$ cat src/rtl/kvia_pkg.sv
// ---------------------------------------------------------------------------
// kvia_pkg: shared types and codes of the known-value integer ALU
// Opcode names and the control word that travels down the divider row.
// ---------------------------------------------------------------------------
package kvia_pkg;

    typedef enum logic [4:0] {
        OP_LOR  = 5'd0,
        OP_LAND = 5'd1,
        OP_OR   = 5'd2,
        OP_XOR  = 5'd3,
        OP_AND  = 5'd4,
        OP_EQ   = 5'd5,
        OP_NE   = 5'd6,
        OP_LT   = 5'd7,
        OP_GT   = 5'd8,
        OP_GE   = 5'd9,
        OP_LE   = 5'd10,
        OP_SHR  = 5'd11,
        OP_SHL  = 5'd12,
        OP_SUB  = 5'd13,
        OP_ADD  = 5'd14,
        OP_MUL  = 5'd15,
        OP_DIV  = 5'd16,
        OP_MOD  = 5'd17,
        OP_NEG  = 5'd18,
        OP_LNOT = 5'd19,
        OP_NOT  = 5'd20
    } opcode_t;

    // Control that travels with each operation.
    typedef struct packed {
        logic vld;
        logic known;
        logic is_div;
        logic is_mod;
        logic neg_q;
        logic neg_r;
    } ctl_t;

endpackage

$ cat src/rtl/kvia_cell.sv
// ---------------------------------------------------------------------------
// kvia_cell: one restoring division step
// Shifts one dividend bit into the partial remainder, subtracts the divisor
// when it fits, and hands everything to the next cell.
// ---------------------------------------------------------------------------
module kvia_cell #(
    parameter int DATA_WIDTH = 64
) (
    input  logic                  clk,
    input  logic                  rst_n,
    input  kvia_pkg::ctl_t        ctl_in,
    input  logic [DATA_WIDTH-1:0] res_in,
    input  logic [DATA_WIDTH-1:0] dvs_in,
    input  logic [DATA_WIDTH-1:0] dvd_in,
    input  logic [DATA_WIDTH-1:0] rem_in,
    input  logic [DATA_WIDTH-1:0] quo_in,
    output kvia_pkg::ctl_t        ctl_out,
    output logic [DATA_WIDTH-1:0] res_out,
    output logic [DATA_WIDTH-1:0] dvs_out,
    output logic [DATA_WIDTH-1:0] dvd_out,
    output logic [DATA_WIDTH-1:0] rem_out,
    output logic [DATA_WIDTH-1:0] quo_out
);
    localparam int W = DATA_WIDTH;

    kvia_pkg::ctl_t ctl_reg;
    logic [W-1:0]   res_reg, dvs_reg, dvd_reg, rem_reg, quo_reg;
    logic [W:0]     trial, diff;
    logic           fits;

    // Trial subtraction of the divisor.
    always_comb
    begin
        trial = {rem_in, dvd_in[W-1]};
        diff  = trial - {1'b0, dvs_in};
        fits  = !diff[W];
    end

    always_ff @(posedge clk or negedge rst_n)
    begin
        if (!rst_n)
        begin
            ctl_reg <= '0;
        end
        else
        begin
            ctl_reg <= ctl_in;
        end
    end

    always_ff @(posedge clk)
    begin
        res_reg <= res_in;
        dvs_reg <= dvs_in;
        dvd_reg <= dvd_in << 1;
        rem_reg <= fits ? diff[W-1:0] : trial[W-1:0];
        quo_reg <= {quo_in[W-2:0], fits};
    end

    assign ctl_out = ctl_reg;
    assign res_out = res_reg;
    assign dvs_out = dvs_reg;
    assign dvd_out = dvd_reg;
    assign rem_out = rem_reg;
    assign quo_out = quo_reg;

endmodule

$ cat config.mk
export PLATFORM = sky130hd
export DESIGN_NAME = kvia_cell
export DESIGN_NICKNAME = d
export VERILOG_FILES = /design/src/rtl/kvia_pkg.sv /design/src/rtl/kvia_cell.sv
export SDC_FILE = /design/constraint.sdc
export NUM_CORES = 1
export LEC_CHECK = 0
export ABC_AREA = 1
export ABC_CLOCK_PERIOD_IN_PS = 800
export BUFFER_PORTS_ARGS = -buffer_cell sky130_fd_sc_hd__clkbuf_2
export CAP_MARGIN = 10
export CELL_PAD_IN_SITES_DETAIL_PLACEMENT = 1
export CELL_PAD_IN_SITES_GLOBAL_PLACEMENT = 1
export CORE_AREA = 3 3 252 254
export DETAILED_ROUTE_END_ITERATION = 8
export DIE_AREA = 0 0 255 257
export HOLD_SLACK_MARGIN = 0.08
export PLACE_DENSITY_LB_ADDON = 0.1
export SLEW_MARGIN = 10
export SYNTH_ARGS = -nofsm -noshare
export SYNTH_HDL_FRONTEND = slang
export SYNTH_SLANG_ARGS = --single-unit
$ cat constraint.sdc
create_clock -name clk -period 0.8 [get_ports clk]
set_input_delay 0.12 -clock clk [delete_from_list [all_inputs] [get_ports clk]]
set_output_delay 0.12 -clock clk [all_outputs]
set_load 0.005 [all_outputs]
# ---- After elaboration in Yosys (flattened, before gate mapping)
# Index checks and enable logic that the tools add are counted.
# Widths: inputs -> output; s select.
dict set report word_totals {
  register_bits 325
  word_cells 14
  output_inout_bits 326
  input_bits 328
}
dict set report classes {
  reduce_logical 1
  mux 1
  addsub 1
}
# op count
set ops {}
lappend ops {{$sub 65x64->65} 1}
lappend ops {{$mux 64} 1}
lappend ops {{$logic_not 1->1} 1}

# ---- Logic depth before layout (Yosys ltp)
dict set report logic_depth {
  depth_word 2
  mapped_depth 20
  mapped_depth_nobuf 18
}

# ---- Least setup slack after synthesis
# OpenSTA, ideal clock, no wires.
dict set report synth_path {
  path_kind {in2reg}
  start {in dvd_in[63]}
  end {reg rem_reg[41] (netlist: rem_out[41])}
  path_slack_ps -1228
  required_time_ps 688
  path_buffers 2
  cell_stages 19
  t_arrival_ps 1917
  setup_time_ps 112
  path_cell_list {inv_1 > ha_1 > fa_1 > inv_1 > nand2_1 > nand2_1 > nand3_1 > nand2_2 > nand2_1 > nand2_2 > nand2_1 > nand2_2 > nand2_2 > nand3_1 > nand2_2 > buf_12 > buf_12 > nand2_2 > nand2_1}
}
dict set report synth_via {
  elab_chain_len 2
}
# element line_no
set synth_lines {}
lappend synth_lines {{start: declaration} kvia_cell.sv:14} ;# input logic [DATA_WIDTH-1:0] dvd_in,
lappend synth_lines {{$sub 65x64->65} kvia_cell.sv:35} ;# diff = trial - {1'b0, dvs_in};
lappend synth_lines {{$mux 64} kvia_cell.sv:56} ;# rem_reg <= fits ? diff[W-1:0] : trial[W-1:0];
lappend synth_lines {{end signal: assignment} kvia_cell.sv:56}
lappend synth_lines {{end: declaration} kvia_cell.sv:27} ;# logic [W-1:0] res_reg, dvs_reg, dvd_reg, rem_reg, quo_reg;
# No other way between the ends.

# ---- Worst setup path in the final report
dict set report layout_path {
  start {in dvs_in[43]}
  end {reg rem_reg[20] (netlist: rem_out[20])}
}
dict set report layout_via {
  elab_chain_len 2
}
# element line_no
set layout_lines {}
lappend layout_lines {{start: declaration} kvia_cell.sv:13} ;# input logic [DATA_WIDTH-1:0] dvs_in,
lappend layout_lines {{$sub 65x64->65} kvia_cell.sv:35}
lappend layout_lines {{$mux 64} kvia_cell.sv:56}
# No other way between the ends.

==> impl_metrics.toml <==
[status]
status = "finished, violations left"
failed_checks = "negative hold slack, negative setup slack"

[critical_path]
largest_stage_delay_worst_path_ps = 340
timing.critical_path.arrival_ps = 2170
worst_path_most_repeated_cell = "sky130_fd_sc_hd__nand2_4"
crit_path_cell_trace = "clkbuf_2 > inv_2 > ha_4 > nand2_2 > nor2_4 > inv_2 > nor2_4 > nand2_2 > nor4_4 > nand2_4 > nand2_4 > nand2_4 > nand2_8 > buf_6 > nand2_1 > nand2_1"
cpMaxStageDelayCell = "sky130_fd_sc_hd__nor4_4"
cpLargestDelayFamily = "simple AND/OR/NAND/NOR gates"
crit_buf_inv = 4
timing_worst_setup_path_type = "in2reg"
critical_path.startpoint_type = "primary input"
worstPathRequired_ps = 1300
crit_path_end_kind = "register"
critical_path.max_fanout = 13

[timing]
setup_repair_after_global_routing_missed_its_margin = "yes"
timing.final.hold_violations = 7
period_utilization_post_route_pct = 209.4
smallest_setup_slack_after_layout_ps = -875.2
finalMaxSlewViolations = 0
final_critical_delay_including_setup_and_external_delays_ps = 1675
holdWs_ps = -217.1
final.setup.tns_ps = -152080
max_freq_mhz = 597.0
setup_viol_count_final = 390

[grt]
grt_max_degree = 22
antenna_violations_before_repair = 8
first_global_vias = 18759
wire_length_of_the_first_global_routing_pass_um = 113000
grt_util_all_layers_pct = 22.80
overflow = 0

[job]
max_cap_violations = 0

[cells_and_area]
layout-drive-gt1-share_pct = 46.41
layout.nets = 3663
multiInputGateArea_um2 = 6845
area.growth.synth_to_final_pct = 101.4
layout.area.seq_um2 = 6810
fillCellCount = 7491

[clocking]
cts.sink_count = 325
cts_tree = "built"
cts.clk_slew.worst_paths_ps = 60
cts-buffers-inserted = 40
clock_path_buffers = 3
root_buffer_master = "sky130_fd_sc_hd__clkbuf_16"
htreeDepth = 2

[floorplanning]
floorplan.initialDensity_pct = 22.40
width_of_the_die_um = 255
die_area_um2 = 65540
fp.dieH_um = 257
fp-row-count = 91
core_area_um2 = 61480
design.portCount = 654

[placed_design]
place_hpwl_um = 59860
place.port_buffers = 651
finalWeightedCongestion = 0.9030

[route]
num_vias = 16914
wl_per_cell_um = 19.42
ant_nets = 0
wirelength_um = 79510
detail_route.drc_violations = 0
first_iter_violations = 456
routed_via_density = 4.131
firstDrtPassIters = 4

[synthesis]
syn_nets = 2324
synthDominantAreaCellType = "sky130_fd_sc_hd__dfxtp_1"
most_numerous_cell_in_the_yosys_netlist = "sky130_fd_sc_hd__nand2_1"
synth_cell_types = 33
async_set_or_reset_register_ratio_after_synthesis_pct = 1.846
yosys_most_used_dff = "sky130_fd_sc_hd__dfxtp_1"
area_share_of_the_leading_cell_type_in_the_synthesized_netlist_pct = 46.37
number_of_synthesized_flops_with_an_enable_pin = 0
yosys_warnings = 0
post_synth.cell_area_avg_um2 = 7.132
share_of_the_yosys_chip_area_belonging_to_registers_pct = 47.46
synthTopCellsByCount = "sky130_fd_sc_hd__nand2_1, sky130_fd_sc_hd__inv_1, sky130_fd_sc_hd__dfxtp_1, sky130_fd_sc_hd__nor2_1, sky130_fd_sc_hd__nand3_1"
netlist_instances = 1931
synth_area_um2 = 13770
synthTopCellsByArea = "sky130_fd_sc_hd__dfxtp_1, sky130_fd_sc_hd__nand2_1, sky130_fd_sc_hd__inv_1, sky130_fd_sc_hd__ha_1, sky130_fd_sc_hd__nor2_1"
synth.ff_latch_count = 325

[hold_path]
min_path_type = "in2reg"

[power]
pwr_density_cell_nw_per_um2 = 1873
worst_supply_voltage_drop_on_vdd_v = 0.001465
power_leakage_uw = 0.01499
==> area by class of cell <==
class                   count  share of cell area [%]
flip-flops and latches    325                   24.56
clock buffers              54                   4.087
clock inverters            17                  0.8166
diodes                      5                 0.04511
well taps                 790                   3.564
inverters                 393                   5.364
multi-input cells        1199                   24.68
repair buffers           1311                   36.89
==> state kept, by name (all words and copies together) (netlist names) <==
name     cells
dvs_out     64
rem_out     64
ctl_out      6
res_out     64
dvd_out     63
quo_out     64
==> worst paths after layout <==
| check | slack, ps | start | cells after the start | endpoint |
|---|---|---|---|---|
| worst max-delay path | -880 | dvs_in[43] | 16 | rem_out[20] |
| min in group asynchronous | 590 | rst_n | 3 | ctl_out[0] |
| worst min-delay path | -220 | rem_in[4] | 3 | rem_out[5] |
| max in group asynchronous | 80 | rst_n | 3 | ctl_out[2] |
==> power breakdown <==
group / total, µW / switching (µW) / internal, µW
logic: 14500 / 7150 / 7400
registers: 18300 / 610 / 17700
clock network: 19100 / 7740 / 11300
total: 51900 / 15500 / 36400
==> worst min-delay path, stage by stage <==
cell,delay (ps)
sky130_fd_sc_hd__clkbuf_2,110
sky130_fd_sc_hd__nand2_1,50
sky130_fd_sc_hd__nand2_1,40
==> per-layer routing <==
layer / vias to the layer above / part of all wire [%] / GRT usage (%)
met5: - / 0.015 / 0
met4: 2 / 2.7 / 6.050
met3: 111 / 5.0 / 3.911
met2: 421 / 52 / 43.45
met1: 7988 / 40 / 25.82
li1: 8392 / - / -
==> through the flow <==
step           utilization (%)  setup WS [ps]  cell area, µm²  cells  power, µW
2_1_floorplan                -          -1142           13800   1931      22720
3_3_place_gp             33.15          -1663           20380   3678      29210
3_5_place_dp             33.15          -1708           20380   3678      29310
4_1_cts                  42.81         -820.6           26320   4081      51010
5_1_grt                  45.11         -989.9           27730   4094      54480
6_report                 45.11         -875.2           27730   4094      51950
==> cells by family (layout without fill, tap and decap cells) <==
logic type	Yosys count	count (layout)	share of synthesized area, %
xor gates and xnor gates	31	31	1.971
DFF	325	325	47.46
and+or+nand+nor	1037	1037	30.30
buffers and inverters	407	1775	11.77
adders and majority gates	65	65	5.960
other	1	6	0.02723
AOI/OAI and AO/OA	65	65	2.507
==> layout by cell type, fill, tap and decap left out, types with 56 or more instances in the layout <==
cell / instances
sky130_fd_sc_hd__buf_2: 91
sky130_fd_sc_hd__buf_4: 323
sky130_fd_sc_hd__buf_6: 142
sky130_fd_sc_hd__clkbuf_2: 405
sky130_fd_sc_hd__dfxtp_1: 106
sky130_fd_sc_hd__dfxtp_2: 210
sky130_fd_sc_hd__dlygate4sd3_1: 320
sky130_fd_sc_hd__inv_1: 371
sky130_fd_sc_hd__nand2_1: 699
sky130_fd_sc_hd__nand2_2: 96
sky130_fd_sc_hd__nand3_1: 56
sky130_fd_sc_hd__nor2_1: 74
==> repair_timing <==
action | CTS | global route
hold endpoints to repair | 330 | 14
pin swaps | 32 | 10
hold buffers | 313 | 7
buffers inserted | 16 | 3
setup endpoints to repair | 390 | 396
gates cloned | 3 | 2
gates resized for setup | 307 | 568
Power figures use the tool's default switching activity.
